## src/design/u8d_pkg.sv

```systemverilog
// Shared types and constants for the UTF-8 stream decoder.
package u8d_pkg;

    localparam int CP_W = 21;

    localparam logic [2:0] ST_OK        = 3'd0;
    localparam logic [2:0] ST_BAD_LEAD  = 3'd1;
    localparam logic [2:0] ST_TRUNCATED = 3'd2;
    localparam logic [2:0] ST_ABOVE     = 3'd3;
    localparam logic [2:0] ST_OVERLONG  = 3'd4;
    localparam logic [2:0] ST_SURROGATE = 3'd5;

    localparam logic [CP_W-1:0] CP_REPLACEMENT = 21'h00FFFD;
    localparam logic [CP_W-1:0] CP_MAX         = 21'h10FFFF;

    // One queue entry: the results caused by one input byte.
    // Result 0 uses cp0/n0/st0; results 1..cnt-1 use cp1, one byte, st1.
    typedef struct packed {
        logic [CP_W-1:0] cp0;
        logic [2:0]      n0;
        logic [2:0]      st0;
        logic [CP_W-1:0] cp1;
        logic [2:0]      st1;
        logic [2:0]      cnt;
    } cmd_t;

endpackage

```

## src/design/utf8_stream_decoder.sv

```systemverilog
// Top level: streaming UTF-8 decoder, one byte in, code points with status out.
// A byte that completes a unit is written into the command queue when it is accepted, and its
// first result is then loaded into the output register, from which it can be popped.
// Throughput: one byte per cycle until full rises; the back end delivers one result per cycle
// while pop is high, so a byte with two or four results holds the back end longer and the
// command queue (QUEUE_DEPTH entries) absorbs the difference until full rises.
// Reset: rst_n clears the open sequence, the queue and the output register at once.
module utf8_stream_decoder #(
    parameter int QUEUE_DEPTH = 4
) (
    input  logic                     clk,
    input  logic                     rst_n,
    input  logic                     push,
    output logic                     full,
    input  logic [7:0]               byte_in,
    output logic                     empty,
    input  logic                     pop,
    output logic [u8d_pkg::CP_W-1:0] codepoint,
    output logic [2:0]               seq_bytes,
    output logic [2:0]               status,
    output logic                     last
);
    import u8d_pkg::*;

    logic accept;
    logic cmd_push;
    cmd_t cmd;
    cmd_t head;
    logic head_pop;
    logic head_empty;

    assign accept = push && !full;

    u8d_front u_front (
        .clk      (clk),
        .rst_n    (rst_n),
        .accept   (accept),
        .byte_in  (byte_in),
        .cmd_push (cmd_push),
        .cmd      (cmd)
    );

    u8d_queue #(
        .DEPTH (QUEUE_DEPTH)
    ) u_queue (
        .clk       (clk),
        .rst_n     (rst_n),
        .push      (cmd_push),
        .push_data (cmd),
        .pop       (head_pop),
        .head      (head),
        .full      (full),
        .empty     (head_empty)
    );

    u8d_back u_back (
        .clk        (clk),
        .rst_n      (rst_n),
        .head       (head),
        .head_empty (head_empty),
        .head_pop   (head_pop),
        .pop        (pop),
        .empty      (empty),
        .codepoint  (codepoint),
        .seq_bytes  (seq_bytes),
        .status     (status),
        .last       (last)
    );

    // Bad leads and above-range results always stand for a single replaced byte.
    a_bad_lead_shape: assert property (@(posedge clk) disable iff (!rst_n)
        (!empty && (status == ST_BAD_LEAD || status == ST_ABOVE))
            |-> (codepoint == CP_REPLACEMENT && seq_bytes == 3'd1))
        else $error("bad lead or above-range result malformed");

    // The above-range result leads a burst of four and is never the final one.
    a_above_not_last: assert property (@(posedge clk) disable iff (!rst_n)
        (!empty && status == ST_ABOVE) |-> !last)
        else $error("above-range result marked last");

    // A truncated sequence covers one to three bytes.
    a_trunc_len: assert property (@(posedge clk) disable iff (!rst_n)
        (!empty && status == ST_TRUNCATED)
            |-> (seq_bytes == 3'd1 || seq_bytes == 3'd2 || seq_bytes == 3'd3))
        else $error("truncated result with bad length");

    // A command is only sent into the queue for an accepted byte.
    a_push_needs_accept: assert property (@(posedge clk) disable iff (!rst_n)
        cmd_push |-> accept)
        else $error("queue written without an accepted byte");

endmodule

```

## src/design/u8d_front.sv

```systemverilog
// Front end: accepts bytes, tracks the open sequence and builds result commands.
module u8d_front (
    input  logic          clk,
    input  logic          rst_n,
    input  logic          accept,
    input  logic [7:0]    byte_in,
    output logic          cmd_push,
    output u8d_pkg::cmd_t cmd
);
    import u8d_pkg::*;

    logic [CP_W-1:0] partial_reg, partial_next;
    logic [2:0]      expected_reg, expected_next;
    logic [2:0]      seen_reg, seen_next;

    logic [2:0]      lead_len;
    logic [CP_W-1:0] lead_bits;
    logic [CP_W-1:0] lead_cp;
    logic [2:0]      lead_st;
    logic            lead_opens;
    logic            is_cont;
    logic [CP_W-1:0] cont_value;
    logic [2:0]      cont_seen;
    logic [2:0]      min_len;

    // Classify the incoming byte as a lead.
    always_comb
    begin
        lead_len  = 3'd0;
        lead_bits = '0;
        if (byte_in[7:5] == 3'b110)
        begin
            lead_len  = 3'd2;
            lead_bits = CP_W'(byte_in & 8'h1F);
        end
        else if (byte_in[7:4] == 4'b1110)
        begin
            lead_len  = 3'd3;
            lead_bits = CP_W'(byte_in & 8'h0F);
        end
        else if (byte_in[7:3] == 5'b11110)
        begin
            lead_len  = 3'd4;
            lead_bits = CP_W'(byte_in & 8'h07);
        end
        lead_opens = (lead_len != 3'd0);
        lead_cp    = byte_in[7] ? CP_REPLACEMENT : CP_W'(byte_in);
        lead_st    = byte_in[7] ? ST_BAD_LEAD : ST_OK;
    end

    assign is_cont    = (byte_in[7:6] == 2'b10);
    assign cont_value = {partial_reg[CP_W-7:0], byte_in[5:0]};
    assign cont_seen  = 3'(seen_reg + 3'd1);

    always_comb
    begin
        if (cont_value < 21'h80)
            min_len = 3'd1;
        else if (cont_value < 21'h800)
            min_len = 3'd2;
        else if (cont_value < 21'h10000)
            min_len = 3'd3;
        else
            min_len = 3'd4;
    end

    always_comb
    begin
        partial_next  = partial_reg;
        expected_next = expected_reg;
        seen_next     = seen_reg;
        cmd_push      = 1'b0;
        cmd           = '0;
        if (accept)
        begin
            if (expected_reg == 3'd0)
            begin
                if (lead_opens)
                begin
                    partial_next  = lead_bits;
                    expected_next = lead_len;
                    seen_next     = 3'd1;
                end
                else
                begin
                    cmd_push = 1'b1;
                    cmd.cp0  = lead_cp;
                    cmd.n0   = 3'd1;
                    cmd.st0  = lead_st;
                    cmd.cnt  = 3'd1;
                end
            end
            else if (is_cont)
            begin
                if (cont_seen >= expected_reg)
                begin
                    partial_next  = '0;
                    expected_next = 3'd0;
                    seen_next     = 3'd0;
                    cmd_push      = 1'b1;
                    if (expected_reg == 3'd4 && cont_value > CP_MAX)
                    begin
                        // lead flagged above range, its continuations as bad leads
                        cmd.cp0 = CP_REPLACEMENT;
                        cmd.n0  = 3'd1;
                        cmd.st0 = ST_ABOVE;
                        cmd.cp1 = CP_REPLACEMENT;
                        cmd.st1 = ST_BAD_LEAD;
                        cmd.cnt = 3'd4;
                    end
                    else
                    begin
                        cmd.cp0 = cont_value;
                        cmd.n0  = expected_reg;
                        if (min_len < expected_reg)
                            cmd.st0 = ST_OVERLONG;
                        else if (cont_value >= 21'h00D800 && cont_value <= 21'h00DFFF)
                            cmd.st0 = ST_SURROGATE;
                        else
                            cmd.st0 = ST_OK;
                        cmd.cnt = 3'd1;
                    end
                end
                else
                begin
                    partial_next = cont_value;
                    seen_next    = cont_seen;
                end
            end
            else
            begin
                // Broken sequence: report it, then decode the byte as a fresh lead.
                cmd_push = 1'b1;
                cmd.cp0  = CP_REPLACEMENT;
                cmd.n0   = seen_reg;
                cmd.st0  = ST_TRUNCATED;
                if (lead_opens)
                begin
                    partial_next  = lead_bits;
                    expected_next = lead_len;
                    seen_next     = 3'd1;
                    cmd.cnt       = 3'd1;
                end
                else
                begin
                    partial_next  = '0;
                    expected_next = 3'd0;
                    seen_next     = 3'd0;
                    cmd.cp1       = lead_cp;
                    cmd.st1       = lead_st;
                    cmd.cnt       = 3'd2;
                end
            end
        end
    end

    always_ff @(posedge clk or negedge rst_n)
    begin
        if (!rst_n)
        begin
            partial_reg  <= '0;
            expected_reg <= 3'd0;
            seen_reg     <= 3'd0;
        end
        else
        begin
            partial_reg  <= partial_next;
            expected_reg <= expected_next;
            seen_reg     <= seen_next;
        end
    end

endmodule

```

## src/design/u8d_queue.sv

```systemverilog
// Short command queue between the front and back ends.
module u8d_queue #(
    parameter int DEPTH = 4
) (
    input  logic          clk,
    input  logic          rst_n,
    input  logic          push,
    input  u8d_pkg::cmd_t push_data,
    input  logic          pop,
    output u8d_pkg::cmd_t head,
    output logic          full,
    output logic          empty
);
    import u8d_pkg::*;

    localparam int PTR_W = (DEPTH > 1) ? $clog2(DEPTH) : 1;
    localparam int CNT_W = $clog2(DEPTH + 1);
    localparam logic [PTR_W-1:0] LAST_SLOT = PTR_W'(DEPTH - 1);
    localparam logic [CNT_W-1:0] FULL_CNT  = CNT_W'(DEPTH);

    cmd_t             slot_reg [DEPTH];
    logic [PTR_W-1:0] wr_ptr_reg, wr_ptr_next;
    logic [PTR_W-1:0] rd_ptr_reg, rd_ptr_next;
    logic [CNT_W-1:0] count_reg, count_next;
    logic             do_push, do_pop;

    assign full    = (count_reg == FULL_CNT);
    assign empty   = (count_reg == '0);
    assign head    = slot_reg[rd_ptr_reg];
    assign do_push = push && !full;
    assign do_pop  = pop && !empty;

    always_comb
    begin
        wr_ptr_next = wr_ptr_reg;
        rd_ptr_next = rd_ptr_reg;
        count_next  = count_reg;
        if (do_push)
            wr_ptr_next = (wr_ptr_reg == LAST_SLOT) ? '0 : PTR_W'(wr_ptr_reg + 1'b1);
        if (do_pop)
            rd_ptr_next = (rd_ptr_reg == LAST_SLOT) ? '0 : PTR_W'(rd_ptr_reg + 1'b1);
        if (do_push && !do_pop)
            count_next = CNT_W'(count_reg + 1'b1);
        else if (do_pop && !do_push)
            count_next = CNT_W'(count_reg - 1'b1);
    end

    always_ff @(posedge clk or negedge rst_n)
    begin
        if (!rst_n)
        begin
            wr_ptr_reg <= '0;
            rd_ptr_reg <= '0;
            count_reg  <= '0;
        end
        else
        begin
            wr_ptr_reg <= wr_ptr_next;
            rd_ptr_reg <= rd_ptr_next;
            count_reg  <= count_next;
        end
    end

    always_ff @(posedge clk)
    begin
        if (do_push)
            slot_reg[wr_ptr_reg] <= push_data;
    end

endmodule

```

## src/design/u8d_back.sv

```systemverilog
// Back end: expands each command into its results and holds them in an output register.
module u8d_back (
    input  logic                     clk,
    input  logic                     rst_n,
    input  u8d_pkg::cmd_t            head,
    input  logic                     head_empty,
    output logic                     head_pop,
    input  logic                     pop,
    output logic                     empty,
    output logic [u8d_pkg::CP_W-1:0] codepoint,
    output logic [2:0]               seq_bytes,
    output logic [2:0]               status,
    output logic                     last
);
    import u8d_pkg::*;

    logic            valid_reg, valid_next;
    logic [1:0]      idx_reg, idx_next;
    logic [CP_W-1:0] cp_reg, cp_next;
    logic [2:0]      n_reg, n_next;
    logic [2:0]      st_reg, st_next;
    logic            last_reg, last_next;
    logic            load;
    logic            final_result;

    assign load         = (!valid_reg || pop) && !head_empty;
    assign final_result = ({1'b0, idx_reg} == 3'(head.cnt - 3'd1));
    assign head_pop     = load && final_result;

    always_comb
    begin
        valid_next = valid_reg;
        idx_next   = idx_reg;
        cp_next    = cp_reg;
        n_next     = n_reg;
        st_next    = st_reg;
        last_next  = last_reg;
        if (load)
        begin
            valid_next = 1'b1;
            last_next  = final_result;
            idx_next   = final_result ? 2'd0 : 2'(idx_reg + 2'd1);
            if (idx_reg == 2'd0)
            begin
                cp_next = head.cp0;
                n_next  = head.n0;
                st_next = head.st0;
            end
            else
            begin
                cp_next = head.cp1;
                n_next  = 3'd1;
                st_next = head.st1;
            end
        end
        else if (pop)
        begin
            valid_next = 1'b0;
        end
    end

    always_ff @(posedge clk or negedge rst_n)
    begin
        if (!rst_n)
        begin
            valid_reg <= 1'b0;
            idx_reg   <= 2'd0;
        end
        else
        begin
            valid_reg <= valid_next;
            idx_reg   <= idx_next;
        end
    end

    always_ff @(posedge clk)
    begin
        cp_reg   <= cp_next;
        n_reg    <= n_next;
        st_reg   <= st_next;
        last_reg <= last_next;
    end

    assign empty     = !valid_reg;
    assign codepoint = cp_reg;
    assign seq_bytes = n_reg;
    assign status    = st_reg;
    assign last      = last_reg;

endmodule

```

## config.mk

```make
export PLATFORM = sky130hd
export DESIGN_NAME = utf8_stream_decoder
export DESIGN_NICKNAME = d
export VERILOG_FILES = /design/src/design/u8d_pkg.sv /design/src/design/utf8_stream_decoder.sv /design/src/design/u8d_front.sv /design/src/design/u8d_queue.sv /design/src/design/u8d_back.sv
export SDC_FILE = /design/constraint.sdc
export NUM_CORES = 1
export LEC_CHECK = 0
export BUFFER_PORTS_ARGS = -buffer_cell sky130_fd_sc_hd__buf_2
export CAP_MARGIN = 15
export CORE_MARGIN = 3
export CORE_UTILIZATION = 40
export CTS_CLUSTER_SIZE = 40
export DETAILED_ROUTE_END_ITERATION = 10
export GPL_TIMING_DRIVEN = 0
export SLEW_MARGIN = 20
export SYNTH_ARGS = -nofsm -noshare
export SYNTH_HDL_FRONTEND = slang
export SYNTH_SLANG_ARGS = --single-unit
```

## constraint.sdc

```tcl
create_clock -name clk -period 8 [get_ports clk]
set_input_delay 1.6 -clock clk [delete_from_list [all_inputs] [get_ports clk]]
set_output_delay 1.6 -clock clk [all_outputs]
set_load 0.01 [all_outputs]
```

==> out/summary.txt, run 1 <==
ant diodes: 0
area of the multi-input gates: 2460 um^2
Port Buffer Count: 39
Final Instance Area: 10200 um^2
Psw: 0.00129 W
Layout Skew: 16.1 ps
Post-synth EDFFs: 180
vias in the first global route: 5055
hold crit path type: flip-flop to flip-flop
top post-synthesis cells by area: edfxtp_1 61%, mux4_2 9.7%, dfrtp_1 8.8%
Ports: 42
fin nets: 627
CP required: 8430 ps
via/cell ratio: 5.40
post-CTS sizing: 0
Slew @ Worst Pin: 898 ps
Fin. Hold Viols: 0
Setup crit end kind: flip-flop
DRT antenna net count: 0
area leader, netlist: edfxtp_1
Leak: 3.71 nW
area grow syn2layout: 15.6%
Die Y: 154 um
Max Cap Viol: 0
most common cell after layout, fill and taps aside: edfxtp_1
post-synthesis sequential area ratio: 70.1%
data arrival time of the worst path: 4560 ps
final RePlAce weighted congestion: 0.864
Sw Share: 32.2%
Worst Path Max Fanout: 10
placed cell count: 850
Vias: 4817
dpl hpwl: 12.3 mm
Clock power frac: 24.9%
clock tree buffer depth: 3
CTS Buf Count: 23
pin count of the biggest net entering global routing: 32
Synth Cell Area: 8820 um^2
post-synth top area share: 61.3%
Post-Syn Nets: 558
DRT Wirelength: 18.4 mm
CTS clk-pin slew, worst paths: 60 ps
logic gate share of total power: 33.1%
Avg WL per Cell: 20.6 um
Yosys reg bits: 211
status: complete, no violations
initial core utilization: 41.3%
Worst-Skew Late Latency: 520 ps
max reg flops: 152
Mapped Cells: 531
fill cell count: 1851
PD cells: 393 nW/um^2
Rows: 53
Die Wd: 154 um
core area: 21400 um^2
Cell variety after synth: 58
Final TNS setup: 0 ps
post-CTS setup repair buffer count: 0
Max stage delay on crit path: 580 ps
first-pass GRT wire length: 29.3 mm
max-slew headroom at the worst pin: 39.7%
CTS tree: built
total gr overflow: 0
Post-DP Area: 9470 um^2
total power: 0.00400 W
Primary FF master, synth: edfxtp_1
initial antenna violation count: 0
RSZ-0062 raised after global routing: false
slowest library cell on the worst path: clkbuf_1
DIE AREA: 23900 um^2
most frequent cells in the layout: 180 x edfxtp_1, 49 x buf_2, 49 x nand2_1
final non-filler cell total: 892
DRT Pass-1 Iters: 5
fin crit share: 51.7%
critical path type: flip-flop to flip-flop
warnings from Yosys: 0
H-tree levels: 1
Global Route Usage Sum: 15.7%
CP Cell Sequence: buf_1, clkbuf_1, mux4_2, inv_1, ha_1, xnor2_1, nor3_4, nand2_2, ha_1, inv_1, fa_1, xor2_1, nor2_1, xor2_1
fraction of registers with async set/reset: 14.7%
maximum VDD drop: 0.182 mV
Reg power frac: 42.0%
Residual DRC: 0
cts hold-fix bufs: 0
Final Setup Violations: 0
Clk Tree Root Cell: clkbuf_16
layout cells sized above 1: 24.6%
Max Slew Vio Count: 0
P_int: 0.00271 W
average size of a mapped cell: 16.6 um^2
Peak Freq: 242 MHz
Reg area: 6180 um^2
CP startpoint kind: flip-flop
number of DRC markers in iteration 0: 373
Final min period: 4130 ps
# clock sinks: 211
[synth_stat cells, types with 2 or more instances]
cell,count
edfxtp_1,180
nand2_1,49
mux4_2,38
dfrtp_1,31
and2_1,20
a21oi_1,19
nor2_1,16
a22o_1,15
inv_1,15
ha_1,14
o21ai_0,13
buf_2,10
clkbuf_1,10
mux2_2,8
nor3_1,6
a21o_1,5
buf_1,5
nand2b_1,5
o21ai_1,5
nor4_1,4
xor2_1,4
a31oi_1,3
nand3_1,3
nor2b_1,3
o21bai_1,3
xnor2_1,3
a221oi_1,2
a31o_2,2
a41oi_1,2
mux2_1,2
mux2_4,2
nand2_2,2
nand4_1,2
nor3b_1,2
o22ai_1,2
o31ai_1,2
o41ai_1,2
or2_1,2
[through the flow]
step                      setup WS [ps]  hold slack, ps  util (%)
after floorplan                    4260             456         -
after global placement             3120             474      43.8
after detailed placement           3880             476      44.4
after CTS                          3830             491      47.7
after global routing               3560             512      47.7
final                              3870             496      47.7
[final cells by class]
type | count | area share (%)
Buffer | 27 | 1.23
Multi-Input combinational cell | 278 | 24.2
Clock buffer | 30 | 6.10
Tap cell | 275 | 3.38
Timing Repair Buffer | 44 | 2.97
Clock inverter | 12 | 0.970
Inverter | 15 | 0.552
Sequential cell | 211 | 60.6
[power by group through the flow]
stage	clock network (W)	logic [W]	registers [W]
after floorplan	0	0.000888	0.00172
after global placement	0	0.00127	0.00170
after detailed placement	0	0.00135	0.00170
after CTS	0.00103	0.00135	0.00168
after global routing	0.00106	0.00148	0.00171
final	0.000997	0.00133	0.00168
[worst max-delay path: cells and delay by family (launching register included)]
kind | cells | cell delay [ps]
adder cells (fa/ha/maj) | 3 | 890
XOR/XNOR | 3 | 630
AND/OR/NAND/NOR | 3 | 380
multiplexers | 1 | 410
buffers and inverters | 4 | 1300
flip-flops | 1 | 420
[cell families after synthesis]
kind of cell / synth area share (%)
DFF: 70.1
and+or+nand+nor: 6.98
AOI/OAI and AO/OA: 6.65
muxes: 11.3
buffers and inverters: 2.06
adders and majority gates: 2.21
xor gates and xnor gates: 0.695
[layer usage]
metal,part of all wire (%),GRT usage [%]
met5,0,0
met1,45,22.4
met2,48,24.8
met4,2.6,4.75
met3,4.7,2.99
[path summary, 6_finish.rpt]
kind / startpoint / endpoint / slack [ps] / cells after the start
worst max-delay path: u_queue.rd_ptr_reg[1] / u_queue.count_reg[2] / 3870 / 14
worst min-delay path: u_queue.count_reg[2] / u_queue.count_reg[2] / 500 / 1
worst max register to register: u_queue.rd_ptr_reg[1] / u_queue.count_reg[2] / 3870 / 14
worst min register to register: u_queue.count_reg[2] / u_queue.count_reg[2] / 500 / 1
max in group asynchronous: rst_n / u_queue.count_reg[0] / 6300 / 1
min in group asynchronous: rst_n / u_queue.rd_ptr_reg[0] / 1180 / 1
Power figures use the tool's default switching activity.
==> run 2, diff against run 1 <==
==> constraint.sdc (replaced) <==
create_clock -name clk -period 4.1 [get_ports clk]
set_input_delay 0.82 -clock clk [delete_from_list [all_inputs] [get_ports clk]]
set_output_delay 0.82 -clock clk [all_outputs]
set_load 0.01 [all_outputs]
==> run 2 against run 1 <==
Register-to-register slack got worse by 3400 ps. Via count about the same. Clock skew increased by 2.2 ps.
==> out/summary.txt, run 2 (synthesized netlist as in run 1, its figures left out) <==
Residual DRC: 0 (unchanged)
DRT Pass-1 Iters: 5 (unchanged)
Setup crit end kind: flip-flop
Max Cap Viol: 0 (unchanged)
status: complete, no violations
Layout Skew: 18.3 ps (+2.18 ps)
Worst-Skew Late Latency: 520 ps (about the same)
DRT Wirelength: 18.4 mm (about the same)
vias in the first global route: 5050 (-0.099%)
CTS Buf Count: 23 (unchanged)
Port Buffer Count: 39 (unchanged)
Final min period: 3630 ps (-504 ps)
pin count of the biggest net entering global routing: 32 (unchanged)
Max stage delay on crit path: 440 ps (-140 ps)
max-slew headroom at the worst pin: 40.1% (+0.40 points)
clock tree buffer depth: 3 (unchanged)
PD cells: 766 nW/um^2 (+95%)
total gr overflow: 0 (unchanged)
fin nets: 626 (-0.16%)
Place WS: -17.9 ps (-3900 ps)
initial antenna violation count: 0 (unchanged)
Avg WL per Cell: 20.6 um (about the same)
core area: 21400 um^2 (unchanged)
RSZ-0062 raised after global routing: false
fin crit share: 88.6% (+37 points)
DIE AREA: 23900 um^2 (unchanged)
CP required: 4530 ps (-3900 ps)
total power: 0.00780 W (+95%)
Reg2Reg Setup Slack: 470 ps (-3400 ps)
Final TNS setup: 0 ps (unchanged)
Clk Tree Root Cell: clkbuf_16
CP Cell Sequence: clkbuf_2, clkbuf_2, mux4_2, inv_1, ha_1, xnor2_1, nor3_4, nand2_2, ha_1, inv_1, fa_1, xor2_1, nor2_1, xor2_1
Max Slew Vio Count: 0 (unchanged)
Clock power frac: 24.9% (about the same)
maximum VDD drop: 0.354 mV (+95%)
max reg flops: 152 (unchanged)
slowest library cell on the worst path: fa_1
most common cell after layout, fill and taps aside: edfxtp_1
number of DRC markers in iteration 0: 389 (+4.3%)
layout cells sized above 1: 24.8% (+0.20 points)
fin worst setup slack: 469 ps (-3400 ps)
Die Y: 154 um (unchanged)
initial core utilization: 41.3% (unchanged)
first-pass GRT wire length: 29.3 mm (about the same)
Fin. Hold Viols: 0 (unchanged)
CTS tree: built
Sw Share: 32.1% (-0.081 points)
H-tree levels: 1 (unchanged)
post-CTS setup repair buffer count: 0 (unchanged)
CP startpoint kind: flip-flop
# clock sinks: 211 (unchanged)
ant diodes: 0 (unchanged)
Worst Path Max Fanout: 10 (unchanged)
data arrival time of the worst path: 4060 ps (-500 ps)
dpl hpwl: 12.3 mm (unchanged)
via/cell ratio: 5.41 (+0.13%)
Slew @ Worst Pin: 892 ps (-5.88 ps)
Reg power frac: 42.0% (about the same)
Psw: 0.00251 W (+94%)
Final Setup Violations: 0 (unchanged)
Peak Freq: 275 MHz (+14%)
hold crit path type: primary input to async pin
final RePlAce weighted congestion: 0.864 (unchanged)
P_int: 0.00530 W (+95%)
Die Wd: 154 um (unchanged)
area grow syn2layout: 15.6% (unchanged)
Vias: 4818 (+0.021%)
Global Route Usage Sum: 15.7% (about the same)
Ports: 42 (unchanged)
Rows: 53 (unchanged)
most frequent cells in the layout: 180 x edfxtp_1, 49 x nand2_1, 47 x buf_2
CTS clk-pin slew, worst paths: 60 ps (about the same)
Leak: 3.71 nW (about the same)
DRT antenna net count: 0 (unchanged)
cts hold-fix bufs: 0 (unchanged)
logic gate share of total power: 33.1% (about the same)
critical path type: flip-flop to flip-flop
## run 2: changes by cell type in the layout (fill, tap and decap cells not counted), sizes merged
cell and change:
buf -3, clkbuf +2
## run 2: layout make-up
type | instances | area (um^2)
Buffer | 26 | 125
Clock buffer | 30 | 622
Clock inverter | 12 | 98.8
Fill cell | 1849 | 11200
Inverter | 15 | 56.3
Multi-Input combinational cell | 278 | 2460
Sequential cell | 211 | 6180
Tap cell | 275 | 344
Timing Repair Buffer | 44 | 303
## run 2: through the flow
stage | hold WS [ps] | util [%] | cells | cell area [um^2]
6_report | 400 | 47.7 | 891 | 10200
5_1_grt | 437 | 47.7 | 891 | 10200
4_1_cts | 403 | 47.7 | 892 | 10200
3_5_place_dp | 476 | 44.4 | 850 | 9470
3_3_place_gp | 474 | 43.8 | 845 | 9360
2_1_floorplan | 456 | - | 531 | 8820
## run 2: repair_timing
item | CTS | global route
gates cloned | 0 | 0
resized for setup | 1 | 2
setup endpoints to repair | 1 | 2
## run 2: routing by layer
layer / share of wire, % / GRT usage [%] / vias up
li1: - / - / 2208
met1: 46 / 22.4 / 2472
met2: 47 / 24.8 / 105
met3: 4.1 / 3.02 / 33
met4: 2.7 / 4.75 / 0
met5: 0 / 0 / -
## run 2: worst paths after layout
path	end	startpoint	cells past startpoint
worst max-delay path	u_queue.count_reg[2]	u_queue.rd_ptr_reg[1]	14
worst min-delay path	u_queue.rd_ptr_reg[0]	rst_n	1
worst max register to register	u_queue.count_reg[2]	u_queue.rd_ptr_reg[1]	14
worst min register to register	u_queue.count_reg[2]	u_queue.count_reg[2]	1
max in group asynchronous	u_queue.count_reg[0]	rst_n	1
min in group clk	u_queue.count_reg[2]	u_queue.count_reg[2]	1
## run 2: power groups by stage
stage	clock [W]	combinational (W)	sequential (W)
after floorplan	0	0.00173	0.00335
after global placement	0	0.00247	0.00332
after detailed placement	0	0.00263	0.00333
after CTS	0.00200	0.00264	0.00329
after global routing	0.00207	0.00288	0.00333
final	0.00194	0.00258	0.00328
## run 2: worst max-delay path: cells and delay by family (launching register included)
kind	cells	cell delay, ps
adder cells (fa/ha/maj)	3	890
AND/OR/NAND/NOR	3	380
buffers and inverters	4	860
XOR/XNOR	3	630
flip-flops	1	420
multiplexers	1	350
==> run 3, diff against run 2 <==
--- a/config.mk
+++ b/config.mk
@@ -8,7 +8,7 @@
 export BUFFER_PORTS_ARGS = -buffer_cell sky130_fd_sc_hd__buf_2
 export CAP_MARGIN = 15
 export CORE_MARGIN = 3
-export CORE_UTILIZATION = 40
+export CORE_UTILIZATION = 45
 export CTS_CLUSTER_SIZE = 40
 export DETAILED_ROUTE_END_ITERATION = 10
 export GPL_TIMING_DRIVEN = 0
==> run 3 against run 2 <==
Largest power group unchanged. Critical path type unchanged. Critical path depth is the same. Clock skew decreased by 13 ps. Clock power is 3% lower. Non-clock buffer count did not move. Global-route usage is 1.2 points higher. Sequential power about the same. Fmax shrank 5.0%. Worst setup slack lost 190 ps. Combinational power hardly changed. Total power down 0.88%. Sequential cell count unchanged. Worst hold slack improved by 5.7 ps.
==> out/summary.txt, run 3 (synthesized netlist as in run 1, its figures left out) <==
final RePlAce weighted congestion: 0.904 (+4.6%)
Max Slew Vio Count: 0 (unchanged)
area grow syn2layout: 15.2%
core area: 19000 um^2 (-11%)
Reg power frac: 42.3% (+0.3 points)
worst setup path endpoint: u_queue.count_reg[2]
CP Cell Sequence: buf_2, clkbuf_1, mux4_2, inv_1, ha_1, xnor2_1, nor3_4, nand2_2, ha_1, inv_1, fa_1, xor2_1, nor2_1, xor2_1
Layout Skew: 5.39 ps (-12.9 ps)
Clock power frac: 24.4% (-0.5 points)
Sw Share: 31.7% (-0.43 points)
Max stage delay on crit path: 560 ps (+120 ps)
Place WS: -84.9 ps (-67.1 ps)
met2 usage: 27.9% (+3.1 points)
DRT Wirelength: 17.7 mm (-3.8%)
CP required: 4510 ps (-20 ps)
max-slew headroom at the worst pin: 41.7% (+1.6 points)
initial antenna violation count: 0 (unchanged)
vias in the first global route: 5039 (-0.22%)
total gr overflow: 0 (unchanged)
Global Route Usage Sum: 16.9% (+1.2 points)
Fin. Hold Viols: 0 (unchanged)
slowest library cell on the worst path: clkbuf_1
Final Setup Violations: 0 (unchanged)
fill cell count: 1536 (-17%)
reg-to-reg endpoint: u_queue.count_reg[2]
Final Instance Area: 10200 um^2 (-0.33%)
maximum VDD drop: 0.417 mV (+18%)
Slew @ Worst Pin: 868 ps (-23.4 ps)
Setup crit end kind: flip-flop
pin count of the biggest net entering global routing: 32 (unchanged)
PD cells: 761 nW/um^2 (-0.55%)
data arrival time of the worst path: 4240 ps (+180 ps)
Largest delay share family, worst path: buffers and inverters
CTS Buf Count: 22 (-4.3%)
status: complete, no violations
fin crit share: 93.2% (+4.7 points)
critical path depth: 14 (unchanged)
Worst Path Max Fanout: 10 (unchanged)
fin nets: 625 (-0.16%)
Vias: 4817 (-0.021%)
P_int: 0.00528 W (-0.24%)
Global Route met1 Usage: 23.2% (+0.83 points)
post-CTS setup repair buffer count: 0 (unchanged)
Reg2Reg Depth: 14 (unchanged)
Final TNS setup: 0 ps (unchanged)
Reg2Reg Setup Slack: 280 ps (-190 ps)
layout cells sized above 1: 24.3% (-0.57 points)
clock tree buffer depth: 3 (unchanged)
global-route track usage on met3: 3.05% (+0.030 points)
Max Cap Viol: 0 (unchanged)
Peak Freq: 262 MHz (-5.0%)
Die Wd: 146 um (-5.5%)
reg2reg start: u_queue.rd_ptr_reg[1]
DIE AREA: 21300 um^2 (-11%)
DRT antenna net count: 0 (unchanged)
CTS clk-pin slew, worst paths: 60 ps (about the same)
Rows: 50 (-5.7%)
critical path type: flip-flop to flip-flop
dpl hpwl: 11.7 mm (-4.4%)
Avg WL per Cell: 20.2 um (-2.0%)
logic gate share of total power: 33.3% (+0.2 points)
Ports: 42 (unchanged)
initial core utilization: 46.5% (+5.2 points)
Die Y: 146 um (-5.5%)
CTS tree: built
most common cell after layout, fill and taps aside: edfxtp_1
via/cell ratio: 5.51 (+1.9%)
RSZ-0062 raised after global routing: false
DRT Pass-1 Iters: 5 (unchanged)
ant diodes: 0 (unchanged)
H-tree levels: 1 (unchanged)
hold crit path type: primary input to async pin
max reg flops: 152 (unchanged)
first-pass GRT wire length: 28.1 mm (-4.0%)
most frequent cells in the layout: 180 x edfxtp_1, 49 x nand2_1, 48 x buf_2
Clk Tree Root Cell: clkbuf_16
Port Buffer Count: 39 (unchanged)
Leak: 3.71 nW (-0.23%)
number of DRC markers in iteration 0: 437 (+12%)
gr busiest metal: met2
Worst-Skew Late Latency: 500 ps (-20 ps)
Residual DRC: 0 (unchanged)
fin worst setup slack: 277 ps (-192 ps)
Psw: 0.00245 W (-2.2%)
Final min period: 3820 ps (+192 ps)
Setup crit start: u_queue.rd_ptr_reg[1]
# clock sinks: 211 (unchanged)
cts hold-fix bufs: 0 (unchanged)
sum of buffers and inverters on the critical path: 4 (unchanged)
CP startpoint kind: flip-flop
Post-DP Area: 9470 um^2 (about the same)
## run 3: cell count changes in the layout (fill, tap and decap cells not counted)
cell,change
inv_16,-1
buf_2,+1
clkinv_1,+2
buf_16,+2
clkbuf_2,-2
clkinvlp_4,-1
clkinv_2,-1
buf_12,-2
## run 3: per-stage QoR
stage | hold WS (ps) | utilization [%] | power (W) | cells
6_report | 406 | 53.6 | 0.00774 | 874
5_1_grt | 447 | 53.6 | 0.00822 | 874
4_1_cts | 423 | 53.6 | 0.00785 | 875
3_5_place_dp | 509 | 49.9 | 0.00595 | 835
3_3_place_gp | 474 | 49.3 | 0.00579 | 830
2_1_floorplan | 456 | - | 0.00509 | 531
## run 3: repair_timing
item,CTS,global route
endpoints found under the setup margin,2,1
cloned,0,0
gates resized for setup,1,1
## run 3: final cells by class
type / count / area [um^2] / area share, %
Buffer: 26 / 124 / 1.22
Clock buffer: 29 / 618 / 6.08
Clock inverter: 11 / 73.8 / 0.727
Inverter: 15 / 56.3 / 0.554
Multi-Input combinational cell: 278 / 2460 / 24.2
Sequential cell: 211 / 6180 / 60.8
Tap cell: 260 / 325 / 3.20
Timing Repair Buffer: 44 / 318 / 3.13
## run 3: power by group through the flow
stage               Sequential, W  Combinational, W  Clock (W)
finish                    0.00327           0.00258    0.00188
global route              0.00332           0.00285    0.00204
CTS                       0.00328           0.00264    0.00193
detailed placement        0.00332           0.00263          0
global placement          0.00331           0.00248          0
floorplan                 0.00335           0.00173          0
## run 3: worst min-delay path by stage
stage / from / endpoint / cells past startpoint
after global placement: u_queue.count_reg[2] / u_queue.count_reg[2] / 1
after detailed placement: u_queue.count_reg[2] / u_queue.count_reg[2] / 1
final: rst_n / u_queue.rd_ptr_reg[0] / 1
after global routing: rst_n / u_queue.rd_ptr_reg[0] / 1
after CTS: rst_n / u_queue.rd_ptr_reg[0] / 1
after floorplan: u_queue.count_reg[2] / u_queue.count_reg[2] / 1
## run 3: metal layers
layer  vias to the layer above  wire (um)
li1                       2195          -
met1                      2473       7690
met2                       114       8730
met3                        35        807
met4                         0        429
met5                         -          0
## run 3: worst register-to-register path, delay by kind of cell, from the launching register on
kind                       cells  cell delay, ps
buffers and inverters          4            1050
and+or+nand+nor                3             380
xor gates and xnor gates       3             620
adders and majority gates      3             870
muxes                          1             420
DFF                            1             410
